File: config.mk
export PLATFORM = sky130hd
export DESIGN_NAME = load_cell_reader_tare_weigh_core
export DESIGN_NICKNAME = d
export VERILOG_FILES = /design/src/rtl/lcrt_pkg.sv /design/src/rtl/lcrt_div.sv /design/src/rtl/lcrt_scale.sv /design/src/rtl/load_cell_reader_tare_weigh_core.sv
export SDC_FILE = /design/constraint.sdc
export NUM_CORES = 2
export LEC_CHECK = 0
export ABC_AREA = 1
export BUFFER_PORTS_ARGS = -buffer_cell sky130_fd_sc_hd__buf_2
export CORE_ASPECT_RATIO = 1.4
export CORE_UTILIZATION = 55
export DETAILED_ROUTE_END_ITERATION = 7
export GPL_ROUTABILITY_DRIVEN = 1
export GPL_TIMING_DRIVEN = 0
export MAX_ROUTING_LAYER = met4
export PLACE_DENSITY = 0.7
export SLEW_MARGIN = 20
export SYNTH_ARGS = -nofsm -noshare
export SYNTH_HDL_FRONTEND = slang
export SYNTH_HIERARCHICAL = 1
export SYNTH_SLANG_ARGS = --single-unit
File: constraint.sdc
create_clock -name clk -period 8.33 [get_ports clk]
set_clock_uncertainty 0.05 [all_clocks]
set_input_delay 0.833 -clock clk [delete_from_list [all_inputs] [get_ports clk]]
set_output_delay 0.833 -clock clk [all_outputs]
set_load 0.02 [all_outputs]
File: src/rtl/lcrt_pkg.sv
package lcrt_pkg;

	localparam int SAMPLE_BITS = 24;
	localparam int ACC_W       = 40;
	localparam int DIFF_W      = SAMPLE_BITS + 1;
	localparam int GAIN_W      = 32;
	localparam int PROD_W      = DIFF_W + GAIN_W;
	localparam int CFG_IDX_W   = 3;
	localparam int CFG_DATA_W  = 32;

	localparam logic [CFG_IDX_W-1:0] CFG_SAMPLE_COUNT = 3'd0;
	localparam logic [CFG_IDX_W-1:0] CFG_HALF_BIT     = 3'd1;
	localparam logic [CFG_IDX_W-1:0] CFG_READY_TMO    = 3'd2;
	localparam logic [CFG_IDX_W-1:0] CFG_GAP          = 3'd3;
	localparam logic [CFG_IDX_W-1:0] CFG_GAIN         = 3'd4;

	localparam logic [1:0] OP_NONE    = 2'd0;
	localparam logic [1:0] OP_AVERAGE = 2'd1;
	localparam logic [1:0] OP_TARE    = 2'd2;
	localparam logic [1:0] OP_WEIGH   = 2'd3;

	typedef logic [SAMPLE_BITS-1:0] sample_t;
	typedef logic signed [DIFF_W-1:0] diff_t;
	typedef logic signed [GAIN_W-1:0] gain_t;

	localparam sample_t SIGN_FLIP = 24'h800000;

	localparam logic signed [31:0] Q_MAX = 32'sh7FFFFFFF;
	localparam logic signed [31:0] Q_MIN = 32'sh80000000;

	localparam logic [15:0] CNT_RESET  = 16'd1;
	localparam logic [9:0]  HALF_RESET = 10'd8;
	localparam logic [9:0]  TMO_RESET  = 10'd150;
	localparam logic [7:0]  GAP_RESET  = 8'd5;
	localparam gain_t       GAIN_RESET = 32'sd65536;

endpackage

File: src/rtl/lcrt_div.sv
module lcrt_div
	import lcrt_pkg::*;
#(
	parameter int DIVISOR_W = 16
) (
	input  logic                 clk,
	input  logic                 arst_n,
	input  logic                 start,
	input  logic [ACC_W-1:0]     dividend,
	input  logic [DIVISOR_W-1:0] divisor,
	output logic                 done,
	output logic [ACC_W-1:0]     quotient
);

	localparam int STEP_W = $clog2(ACC_W + 1);

	logic                 busy_q;
	logic                 done_q;
	logic [STEP_W-1:0]    step_q;
	logic [ACC_W-1:0]     quo_q;
	logic [DIVISOR_W-1:0] rem_q;
	logic [DIVISOR_W-1:0] dvs_q;

	logic [DIVISOR_W:0] trial;
	logic [DIVISOR_W:0] sub;
	logic               ge;

	assign trial = {rem_q, quo_q[ACC_W-1]};
	assign ge    = trial >= {1'b0, dvs_q};
	assign sub   = trial - {1'b0, dvs_q};

	always_ff @(posedge clk or negedge arst_n) begin
		if (!arst_n) begin
			busy_q <= 1'b0;
			done_q <= 1'b0;
			step_q <= '0;
			quo_q  <= '0;
			rem_q  <= '0;
			dvs_q  <= '0;
		end else if (start) begin
			busy_q <= 1'b1;
			done_q <= 1'b0;
			step_q <= STEP_W'(ACC_W);
			quo_q  <= dividend;
			rem_q  <= '0;
			dvs_q  <= divisor;
		end else if (busy_q) begin
			quo_q  <= {quo_q[ACC_W-2:0], ge};
			rem_q  <= ge ? sub[DIVISOR_W-1:0] : trial[DIVISOR_W-1:0];
			step_q <= step_q - STEP_W'(1);
			if (step_q == STEP_W'(1)) begin
				busy_q <= 1'b0;
				done_q <= 1'b1;
			end
		end else begin
			done_q <= 1'b0;
		end
	end

	assign done     = done_q;
	assign quotient = quo_q;

endmodule

File: src/rtl/lcrt_scale.sv
module lcrt_scale
	import lcrt_pkg::*;
#(
	parameter int GAIN_FRAC_BITS = 16
) (
	input  logic        clk,
	input  logic        arst_n,
	input  logic        start,
	input  diff_t       diff,
	input  gain_t       gain,
	output logic        done,
	output logic [31:0] weight
);

	localparam int SH_R   = (GAIN_FRAC_BITS > 16) ? GAIN_FRAC_BITS - 16 : 0;
	localparam int SH_L   = (GAIN_FRAC_BITS < 16) ? 16 - GAIN_FRAC_BITS : 0;
	localparam int WIDE_W = PROD_W + SH_L + 1;

	localparam logic signed [WIDE_W-1:0] W_MAX = WIDE_W'(Q_MAX);
	localparam logic signed [WIDE_W-1:0] W_MIN = WIDE_W'(Q_MIN);

	logic signed [PROD_W-1:0] prod_s1;
	logic                     vld_s1;
	logic [31:0]              weight_s2;
	logic                     vld_s2;

	logic signed [WIDE_W-1:0] wide;
	logic [31:0]              sat;

	// The right shift is arithmetic, so it rounds toward minus infinity.
	always_comb begin
		wide = $signed({{(WIDE_W - PROD_W){prod_s1[PROD_W-1]}}, prod_s1});
		wide = (wide <<< SH_L) >>> SH_R;
		if (wide > W_MAX) begin
			sat = Q_MAX;
		end else if (wide < W_MIN) begin
			sat = Q_MIN;
		end else begin
			sat = wide[31:0];
		end
	end

	always_ff @(posedge clk or negedge arst_n) begin
		if (!arst_n) begin
			vld_s1    <= 1'b0;
			vld_s2    <= 1'b0;
			prod_s1   <= '0;
			weight_s2 <= '0;
		end else begin
			vld_s1 <= start;
			vld_s2 <= vld_s1;
			if (start) begin
				prod_s1 <= PROD_W'($signed(diff) * $signed(gain));
			end
			if (vld_s1) begin
				weight_s2 <= sat;
			end
		end
	end

	assign done   = vld_s2;
	assign weight = weight_s2;

endmodule

File: src/rtl/load_cell_reader_tare_weigh_core.sv
// Load cell reader with tare and weighing for a 24-bit serial converter.
// Each item on the input channel (func, dout_level, ms_tick) is one tick of
// pin sampling, and every accepted item gives exactly one item on the output
// channel with the serial clock level, busy and done flags and the held
// average, weight, timeout flag and tare offset after that tick.
// A plain tick does not hold the input. The tick that ends an operation
// starts an iterative divider that retires one quotient bit per cycle, and
// a weigh operation then adds the registered multiply and the scaling and
// saturation stage.
// The input is not ready while the divider or scaler runs, or while an
// output item is still waiting and the receiver holds ready low.
// Configuration writes on the cfg channel are always accepted and land at
// once; they are meant to be written while the block is idle.
// Reset returns all registers to their defaults, clears the tare offset and
// held results, and leaves the block idle with the serial clock low.
module load_cell_reader_tare_weigh_core
	import lcrt_pkg::*;
#(
	parameter int COUNT_WIDTH    = 16,
	parameter int GAIN_FRAC_BITS = 16
) (
	input  logic                  clk,
	input  logic                  arst_n,
	input  logic                  cfg_valid,
	output logic                  cfg_ready,
	input  logic [CFG_IDX_W-1:0]  cfg_index,
	input  logic [CFG_DATA_W-1:0] cfg_data,
	input  logic                  in_valid,
	output logic                  in_ready,
	input  logic [1:0]            func,
	input  logic                  dout_level,
	input  logic                  ms_tick,
	output logic                  out_valid,
	input  logic                  out_ready,
	output logic                  sck_level,
	output logic                  busy_res,
	output logic                  done_res,
	output logic [23:0]           raw_average,
	output logic signed [31:0]    weight_q16,
	output logic                  timed_out,
	output logic [23:0]           offset_now
);

	localparam logic [2:0] PH_IDLE = 3'd0;
	localparam logic [2:0] PH_WAIT = 3'd1;
	localparam logic [2:0] PH_HIGH = 3'd2;
	localparam logic [2:0] PH_LOW  = 3'd3;
	localparam logic [2:0] PH_GAP  = 3'd4;

	localparam logic [1:0] CTL_RUN    = 2'd0;
	localparam logic [1:0] CTL_START  = 2'd1;
	localparam logic [1:0] CTL_DIVIDE = 2'd2;
	localparam logic [1:0] CTL_SCALE  = 2'd3;

	logic [15:0] cnt_cfg_q;
	logic [9:0]  half_cfg_q;
	logic [9:0]  tmo_cfg_q;
	logic [7:0]  gap_cfg_q;
	gain_t       gain_cfg_q;

	logic [1:0]             ctl_q;
	logic [2:0]             phase_q;
	logic [1:0]             op_q;
	logic [4:0]             bit_q;
	sample_t                shift_q;
	logic [9:0]             hb_q;
	logic [9:0]             ms_q;
	logic [COUNT_WIDTH-1:0] smp_q;
	logic [ACC_W-1:0]       acc_q;
	sample_t                tare_q;
	logic                   tmo_q;
	sample_t                avg_q;
	logic [31:0]            wgt_q;

	logic        out_valid_q;
	logic        out_sck_q;
	logic        out_busy_q;
	logic        out_done_q;
	sample_t     out_avg_q;
	logic [31:0] out_wgt_q;
	logic        out_tmo_q;
	sample_t     out_off_q;

	logic [2:0]             phase_d;
	logic [1:0]             op_d;
	logic [4:0]             bit_d;
	sample_t                shift_d;
	logic [9:0]             hb_d;
	logic [9:0]             ms_d;
	logic [COUNT_WIDTH-1:0] smp_d;
	logic [ACC_W-1:0]       acc_d;
	logic                   tmo_d;
	logic                   end_smp;
	sample_t                smp_val;
	logic                   finish;

	logic [9:0]             hb_inc;
	logic [9:0]             ms_gap;
	logic [9:0]             half_eff;
	logic [COUNT_WIDTH-1:0] smp_inc;
	logic [COUNT_WIDTH-1:0] target;
	logic                   accept;

	logic                   div_start;
	logic                   div_done;
	logic [ACC_W-1:0]       div_quo;
	logic [COUNT_WIDTH-1:0] div_dvs;
	sample_t                div_avg;
	logic                   scale_start;
	logic                   scale_done;
	logic [31:0]            scale_weight;
	diff_t                  scale_diff;

	assign cfg_ready = 1'b1;
	assign in_ready  = (ctl_q == CTL_RUN) && (!out_valid_q || out_ready);
	assign accept    = in_valid && in_ready;

	assign hb_inc   = hb_q + 10'd1;
	assign ms_gap   = ms_tick ? ms_q + 10'd1 : ms_q;
	assign half_eff = (half_cfg_q == 10'd0) ? 10'd1 : half_cfg_q;
	assign smp_inc  = smp_q + COUNT_WIDTH'(1);
	assign target   = (cnt_cfg_q[COUNT_WIDTH-1:0] == '0) ? COUNT_WIDTH'(1)
	                                                     : cnt_cfg_q[COUNT_WIDTH-1:0];

	always_comb begin
		phase_d = phase_q;
		op_d    = op_q;
		bit_d   = bit_q;
		shift_d = shift_q;
		hb_d    = hb_q;
		ms_d    = ms_q;
		smp_d   = smp_q;
		acc_d   = acc_q;
		tmo_d   = tmo_q;
		end_smp = 1'b0;
		smp_val = '0;
		finish  = 1'b0;
		case (phase_q)
			PH_IDLE: begin
				if (func != OP_NONE) begin
					op_d    = func;
					smp_d   = '0;
					acc_d   = '0;
					tmo_d   = 1'b0;
					ms_d    = '0;
					phase_d = PH_WAIT;
				end
			end
			PH_WAIT: begin
				if (!dout_level) begin
					phase_d = PH_HIGH;
					bit_d   = '0;
					shift_d = '0;
					hb_d    = '0;
				end else if (ms_tick) begin
					if (ms_q >= tmo_cfg_q) begin
						tmo_d   = 1'b1;
						end_smp = 1'b1;
					end else begin
						ms_d = ms_q + 10'd1;
					end
				end
			end
			PH_HIGH: begin
				hb_d = hb_inc;
				if (hb_inc >= half_eff) begin
					hb_d    = '0;
					phase_d = PH_LOW;
				end
			end
			PH_LOW: begin
				hb_d = hb_inc;
				if (hb_inc >= half_eff) begin
					hb_d = '0;
					if (bit_q < 5'(SAMPLE_BITS)) begin
						shift_d = {shift_q[SAMPLE_BITS-2:0], dout_level};
						bit_d   = bit_q + 5'd1;
						phase_d = PH_HIGH;
					end else begin
						bit_d   = '0;
						end_smp = 1'b1;
						smp_val = shift_q ^ SIGN_FLIP;
					end
				end
			end
			PH_GAP: begin
				ms_d = ms_gap;
				if (ms_gap >= {2'b00, gap_cfg_q}) begin
					ms_d    = '0;
					phase_d = PH_WAIT;
				end
			end
			default: begin
				phase_d = PH_IDLE;
			end
		endcase
		if (end_smp) begin
			acc_d = acc_q + ACC_W'(smp_val);
			smp_d = smp_inc;
			if (smp_inc >= target) begin
				finish  = 1'b1;
				phase_d = PH_IDLE;
			end else begin
				phase_d = PH_GAP;
				ms_d    = '0;
			end
		end
	end

	always_ff @(posedge clk or negedge arst_n) begin
		if (!arst_n) begin
			cnt_cfg_q  <= CNT_RESET;
			half_cfg_q <= HALF_RESET;
			tmo_cfg_q  <= TMO_RESET;
			gap_cfg_q  <= GAP_RESET;
			gain_cfg_q <= GAIN_RESET;
		end else if (cfg_valid) begin
			case (cfg_index)
				CFG_SAMPLE_COUNT: cnt_cfg_q  <= cfg_data[15:0];
				CFG_HALF_BIT:     half_cfg_q <= cfg_data[9:0];
				CFG_READY_TMO:    tmo_cfg_q  <= cfg_data[9:0];
				CFG_GAP:          gap_cfg_q  <= cfg_data[7:0];
				CFG_GAIN:         gain_cfg_q <= cfg_data[31:0];
				default: begin
				end
			endcase
		end
	end

	always_ff @(posedge clk or negedge arst_n) begin
		if (!arst_n) begin
			ctl_q       <= CTL_RUN;
			phase_q     <= PH_IDLE;
			op_q        <= OP_NONE;
			bit_q       <= '0;
			shift_q     <= '0;
			hb_q        <= '0;
			ms_q        <= '0;
			smp_q       <= '0;
			acc_q       <= '0;
			tare_q      <= '0;
			tmo_q       <= 1'b0;
			avg_q       <= '0;
			wgt_q       <= '0;
			out_valid_q <= 1'b0;
			out_sck_q   <= 1'b0;
			out_busy_q  <= 1'b0;
			out_done_q  <= 1'b0;
			out_avg_q   <= '0;
			out_wgt_q   <= '0;
			out_tmo_q   <= 1'b0;
			out_off_q   <= '0;
		end else begin
			if (out_valid_q && out_ready) begin
				out_valid_q <= 1'b0;
			end
			case (ctl_q)
				CTL_RUN: begin
					if (accept) begin
						phase_q <= phase_d;
						op_q    <= op_d;
						bit_q   <= bit_d;
						shift_q <= shift_d;
						hb_q    <= hb_d;
						ms_q    <= ms_d;
						smp_q   <= smp_d;
						acc_q   <= acc_d;
						tmo_q   <= tmo_d;
						if (finish) begin
							ctl_q <= CTL_START;
						end else begin
							out_valid_q <= 1'b1;
							out_sck_q   <= phase_d == PH_HIGH;
							out_busy_q  <= phase_d != PH_IDLE;
							out_done_q  <= 1'b0;
							out_avg_q   <= avg_q;
							out_wgt_q   <= wgt_q;
							out_tmo_q   <= tmo_d;
							out_off_q   <= tare_q;
						end
					end
				end
				CTL_START: begin
					ctl_q <= CTL_DIVIDE;
				end
				CTL_DIVIDE: begin
					if (div_done) begin
						avg_q <= div_avg;
						if (op_q == OP_WEIGH) begin
							ctl_q <= CTL_SCALE;
						end else begin
							if (op_q == OP_TARE) begin
								tare_q <= div_avg;
							end
							ctl_q       <= CTL_RUN;
							out_valid_q <= 1'b1;
							out_sck_q   <= 1'b0;
							out_busy_q  <= 1'b0;
							out_done_q  <= 1'b1;
							out_avg_q   <= div_avg;
							out_wgt_q   <= wgt_q;
							out_tmo_q   <= tmo_q;
							out_off_q   <= (op_q == OP_TARE) ? div_avg : tare_q;
						end
					end
				end
				CTL_SCALE: begin
					if (scale_done) begin
						wgt_q       <= scale_weight;
						ctl_q       <= CTL_RUN;
						out_valid_q <= 1'b1;
						out_sck_q   <= 1'b0;
						out_busy_q  <= 1'b0;
						out_done_q  <= 1'b1;
						out_avg_q   <= avg_q;
						out_wgt_q   <= scale_weight;
						out_tmo_q   <= tmo_q;
						out_off_q   <= tare_q;
					end
				end
				default: begin
					ctl_q <= CTL_RUN;
				end
			endcase
		end
	end

	assign div_start   = ctl_q == CTL_START;
	assign div_dvs     = (smp_q == '0) ? COUNT_WIDTH'(1) : smp_q;
	assign div_avg     = div_quo[SAMPLE_BITS-1:0];
	assign scale_start = (ctl_q == CTL_DIVIDE) && div_done && (op_q == OP_WEIGH);
	assign scale_diff  = $signed({1'b0, div_avg}) - $signed({1'b0, tare_q});

	lcrt_div #(
		.DIVISOR_W (COUNT_WIDTH)
	) u_div (
		.clk      (clk),
		.arst_n   (arst_n),
		.start    (div_start),
		.dividend (acc_q),
		.divisor  (div_dvs),
		.done     (div_done),
		.quotient (div_quo)
	);

	lcrt_scale #(
		.GAIN_FRAC_BITS (GAIN_FRAC_BITS)
	) u_scale (
		.clk    (clk),
		.arst_n (arst_n),
		.start  (scale_start),
		.diff   (scale_diff),
		.gain   (gain_cfg_q),
		.done   (scale_done),
		.weight (scale_weight)
	);

	assign out_valid   = out_valid_q;
	assign sck_level   = out_sck_q;
	assign busy_res    = out_busy_q;
	assign done_res    = out_done_q;
	assign raw_average = out_avg_q;
	assign weight_q16  = out_wgt_q;
	assign timed_out   = out_tmo_q;
	assign offset_now  = out_off_q;

endmodule

; ---- After elaboration in Yosys (flattened, before gate mapping)
; Index checks and enable logic that the tools add are counted.
[classes]
n_mul = 1
n_lt_le_gt_ge = 8
mux = 122
addsub = 8
reduce_logical = 38
n_eq_ne = 25
n_bitwise = 2
[op_table]
columns = op, count
row1 = $mux W24, 17
row2 = $mux W32, 7
row3 = $mux W40, 5
row4 = $pmux W24 S3, 2
row5 = $mux W16, 8
row6 = $mux W10, 11
row7 = $pmux W32 S3, 1
row8 = $gt A57 B32 Y1 const B, 1
row9 = $lt A57 B32 Y1 const B, 1
row10 = $mul A25 B32 Y57, 1
row11 = $pmux W24 S2, 1
row12 = $add A40 B24 Y40, 1
row13 = $mux W1, 40
row14 = $logic_not A16 Y1, 2
row15 = $pmux W10 S3, 1
row16 = $sub A24 B24 Y25, 1
row17 = $mux W3, 8
row18 = $add A10 B1 Y10 const B, 2
row19 = $ge A10 B10 Y1, 2
row20 = $pmux W10 S2, 1
row21 = $ge A17 B16 Y1, 1
row22 = $add A16 B1 Y16 const B, 1
row23 = $ge A16 B16 Y1, 1
row24 = $reduce_and A2 Y1, 8
row25 = other kinds (36), 80
[word_totals]
elab_cells = 240
inputBits = 44
reg_bits = 525
out_inout_bits = 87

; ---- Longest topological paths before layout
[depth]
depth_word = 10
ltp_mapped = 43
mapped_depth_nobuf = 42

; ---- Cells and area by module
; The synthesis kept the hierarchy.
[by_module_without_submodules]
columns = module, cells_each, n_inst, seq_area_each_um2, area_per_inst_um2
row1 = lcrt_scale, 4489, 1, 2277.2, 34277.9
row2 = load_cell_reader_tare_weigh_core, 2748, 1, 8869.8, 20415.8
row3 = lcrt_div, 624, 1, 2001.9, 4610.7

; ---- Least setup slack after synthesis
; Ideal clock, no wire load.
[synth_timing]
kind = register to register
startpoint = reg u_div.quo_q[0] (netlist: u_div/quotient[0])
endpoint = reg u_scale.prod_s1[55]
arrival_ns = 7.810
synth_period_minus_slack_ns = 7.977
setup_slack_ns = 0.353
stages_incl_launch_ff = 35
path_buffers = 1
path_cell_list = dfrtp_1 > inv_1 > ha_1 > fa_1 > o21ai_0 > a21oi_1 > o21bai_1 > nand2_1 > nand3_1 > nand2_1 > xnor2_1 > clkbuf_1 > nand2_1 > inv_1 > fa_1 > fa_1 > inv_1 > fa_1 > inv_1 > fa_1 > fa_1 > fa_1 > inv_1 > fa_1 > inv_1 > ha_1 > nand2_1 > nor3_1 > and2_1 > and2_0 > nand2_1 > nand2_1 > nand2_1 > nand3_1 > nand2_1
[synth_via]
elab_chain_cells = 2
[synth_rtl]
columns = element, line_no
row1 = start: declaration, lcrt_div.sv:20  ; logic [ACC_W-1:0] quo_q;
row2 = start signal: assignment, lcrt_div.sv:44  ; quo_q <= dividend;
row3 = start signal: assignment, lcrt_div.sv:48  ; quo_q <= {quo_q[ACC_W-2:0], ge};
row4 = $sub A24 B24 Y25, load_cell_reader_tare_weigh_core.sv:332  ; assign scale_diff = $signed({1'b0, div_avg}) - $signed({1'b0, tare_q});
row5 = named net scale_diff[14], load_cell_reader_tare_weigh_core.sv:112  ; diff_t scale_diff;
row6 = $mul A25 B32 Y57, lcrt_scale.sv:53  ; prod_s1 <= PROD_W'($signed(diff) * $signed(gain));
row7 = end signal: assignment, lcrt_scale.sv:53
row8 = end: declaration, lcrt_scale.sv:22  ; logic signed [PROD_W-1:0] prod_s1;
; The timed path passes the listed nets, and every way through them passes these cells.
; A chain may end at the register's enable or synchronous reset.

; ---- Worst setup path in the final report
[layout_timing]
startpoint = reg tare_q[4]
endpoint = reg u_scale.prod_s1[40]
[layout_via]
elab_chain_cells = 2
[layout_rtl]
columns = element, line_no
row1 = start: declaration, load_cell_reader_tare_weigh_core.sv:70  ; sample_t tare_q;
row2 = start signal: assignment, load_cell_reader_tare_weigh_core.sv:293  ; tare_q <= div_avg;
row3 = $sub A24 B24 Y25, load_cell_reader_tare_weigh_core.sv:332
row4 = named net scale_diff[19], load_cell_reader_tare_weigh_core.sv:112
row5 = $mul A25 B32 Y57, lcrt_scale.sv:53
; The timed path passes the listed nets, and every way through them passes these cells.

==> results.tsv <==
metric	value	unit
status	finished, final reports clean	
crit_required	8810	ps
pwr-share-clk	42.8	%
critPathKind	reg2reg	
grt_pass1_wl	317000	um
cts-htree-levels	2	
fin_total_pwr	6.39	mW
synth-edff-count	0	
vias	52300	
drtAntennaViolNets	0	
routedWlPerCell	22.1	um
synth.avg_cell_area	7.54	um2
hold_violations	0	
dp_hpwl	173000	um
worstHoldStart	cfg_data[18]	
p_per_area	94.4	mW/mm2
cts_max_path_buffers	3	
syn_area	0.0593	mm2
finalWirelength	213000	um
fp.dieH	391	um
pwr-share-seq	42.6	%
fp.dieW	280	um
min_to	gain_cfg_q[18]	
yosys_register_bits	525	
min_path_type	in2reg	
r2r_end	u_scale/prod_s1[40]	
combPwrFrac	14.7	%
area_growth	14.1	%
hold_depth	2	
slowest_delay	600	ps
maxSlewViolCount	0	
ir_worst_vdd	0.150	mV
cts-root-buf	clkbuf_16	
drive_above_1_share	11.2	%
synthCells	7861	
cap_viol_max_count	0	
num_rows	142	
hold-worst-slack	376	ps
dr.pass1.iters	6	
grt_usage	40.7	%
fin_tns_setup	0	ps
port_buffers	128	
relSlewSlack	21.1	%
insertion_delay	650	ps
synth_fp_nets	8997	
cp_max_fo	10	
nNetsFinal	9294	
crit_path_end_kind	flip-flop	
synth-main-ff-cell	dfrtp_1	
ios	131	
clk_pin_slew_worst_paths	60	ps
core-area	0.107	mm2
gp_congestion	1.06	
period_share	99.4	%
slowest_stage	fa_1	
antenna_found_initial	4	
r2r_cells	35	
die-area	0.109	mm2
rsz0062_at_grt	yes	
fmax	121	MHz
cts_tree	built	
cts.sinks	525	
mostFrequentLayoutCells	nand2_1, inv_1, fa_1, dfrtp_1, o21ai_0	
final_common_cell	nand2_1	
synthArstFlopShare	100	%
power_switching	1.96	mW
cp-start-kind	flip-flop	
worst_slew_pin_slew	1180	ps
swShare	30.6	%
timing.rr.start	tare_q[4]	
cp.arrival	8760	ps
rrSetupSlack	50	ps
leakagePower	38.9	nW
drc	0	
grt_max_degree	97	
yosysSeqAreaShare	22.2	%
cts_made_buffers	55	
drt-initial-drc-count	3813	
path_common_cell	nand2_1	
ys_types	58	
viasPerCell	5.42	
initial_core_util	55.4	%
grt_pass1_vias	53600	
period_needed	8280	ps
intPower	4.44	mW
overflow	0	
synth_warnings	6	
setup_viol	0	
## logic make-up (layout without fill, tap and decap cells)
kind of cell	count (synthesis)	in the layout	share of synthesized area, %
mux	17	17	0.321
compound gates	728	728	6.67
other cells	1	7	0.00632
xor+xnor	86	86	1.27
fa+ha+maj	1092	1092	33.4
buf+inv	2202	2543	14.1
flops	525	525	22.2
simple gates	3210	3210	22.0
## registers in the layout, summed over array words and instances, names as in the netlist, 10 cells and up
name	cells
u_scale/prod_s1	57
u_div/dvs_q	16
tmo_cfg_q	10
wgt_q	32
gain_cfg_q	32
offset_now	24
avg_q	24
cnt_cfg_q	16
raw_average	24
half_cfg_q	10
weight_q16	32
shift_q	24
ms_q	10
u_div/quotient	40
tare_q	24
u_div/rem_q	16
smp_q	16
u_scale/weight	32
acc_q	40
hb_q	10
## timing repair
action,CTS,global route
gates cloned,1,2
gates resized for setup,335,328
hold buffers,1,0
pin swaps,31,163
endpoints found under the setup margin,45,41
setup buffers,45,54
hold endpoints to repair,8,0
## cell type report
| cell class | count | area [um2] |
|---|---|---|
| timing repair buffer | 242 | 1930 |
| sequential | 525 | 13200 |
| clock inverter | 31 | 493 |
| tap | 1440 | 1800 |
| antenna | 6 | 15.0 |
| inverter | 1877 | 7060 |
| buffer | 323 | 1830 |
| clock buffer | 70 | 1520 |
| multi-input combinational | 5134 | 39900 |
| fill | 9735 | 39300 |
## metal layers
metal	global-route usage, %	vias to the layer above	wire length (um)
met4	33.8	0	22300
li1	-	23800	-
met3	6.93	880	14100
met5	-	-	0
met1	42.4	25700	73600
met2	67.4	1944	103000
## per-stage QoR
stage               setup slack, ps  instances  cell area, um2  utilization [%]
floorplan                       353       7861           59300                -
global placement              -4650       9429           61700             57.7
detailed placement            -2050       9440           62100             58.0
CTS                            4.65       9588           65900             61.6
global route                   -152       9646           67700             63.3
finish                         47.6       9648           67700             63.3
## critical path, delay by kind of cell, from the launching register on
family	cells	cell delay, ps
simple gates	17	1940
fa+ha+maj	9	4470
xor+xnor	1	190
buf+inv	7	860
flops	1	380
compound gates	1	260
## power by group through the flow
stage	logic, mW	registers (mW)	clock network (mW)
6_report	0.937	2.72	2.73
5_1_grt	0.976	2.73	2.87
4_1_cts	0.912	2.71	2.78
3_5_place_dp	0.908	2.76	0
3_3_place_gp	0.889	2.76	0
2_1_floorplan	0.432	2.73	0
## Yosys cell counts, drive strengths merged, types with 20 or more instances
cell type / number / share of area (%)
o21ai: 375 / 3.2
xor2: 50 / 0.74
inv: 1872 / 12
nand3: 239 / 2.1
ha: 270 / 5.7
a21oi: 226 / 1.9
nand4: 57 / 0.60
dfrtp: 516 / 22
buf: 53 / 0.54
nand3b: 24 / 0.30
nor3: 45 / 0.46
nand2: 2456 / 16
fa: 822 / 28
xnor2: 36 / 0.53
o21bai: 20 / 0.25
nor2: 340 / 2.3
clkbuf: 272 / 1.7
o22ai: 40 / 0.42
## worst max-delay path by stage
| stage | endpoint | start | cells after the start | slack (ps) |
|---|---|---|---|---|
| after detailed placement | u_scale/prod_s1[43] | u_div/quotient[0] | 29 | -2050 |
| after CTS | u_scale/prod_s1[41] | u_div/quotient[0] | 36 | 5 |
| after floorplan | u_scale/prod_s1[55] | u_div/quotient[0] | 34 | 350 |
| final | u_scale/prod_s1[40] | tare_q[4] | 35 | 50 |
| after global routing | u_scale/prod_s1[55] | tare_q[4] | 35 | -150 |
| after global placement | gain_cfg_q[18] | arst_n | 1 | -4650 |
(Power assumes the default switching activity.)
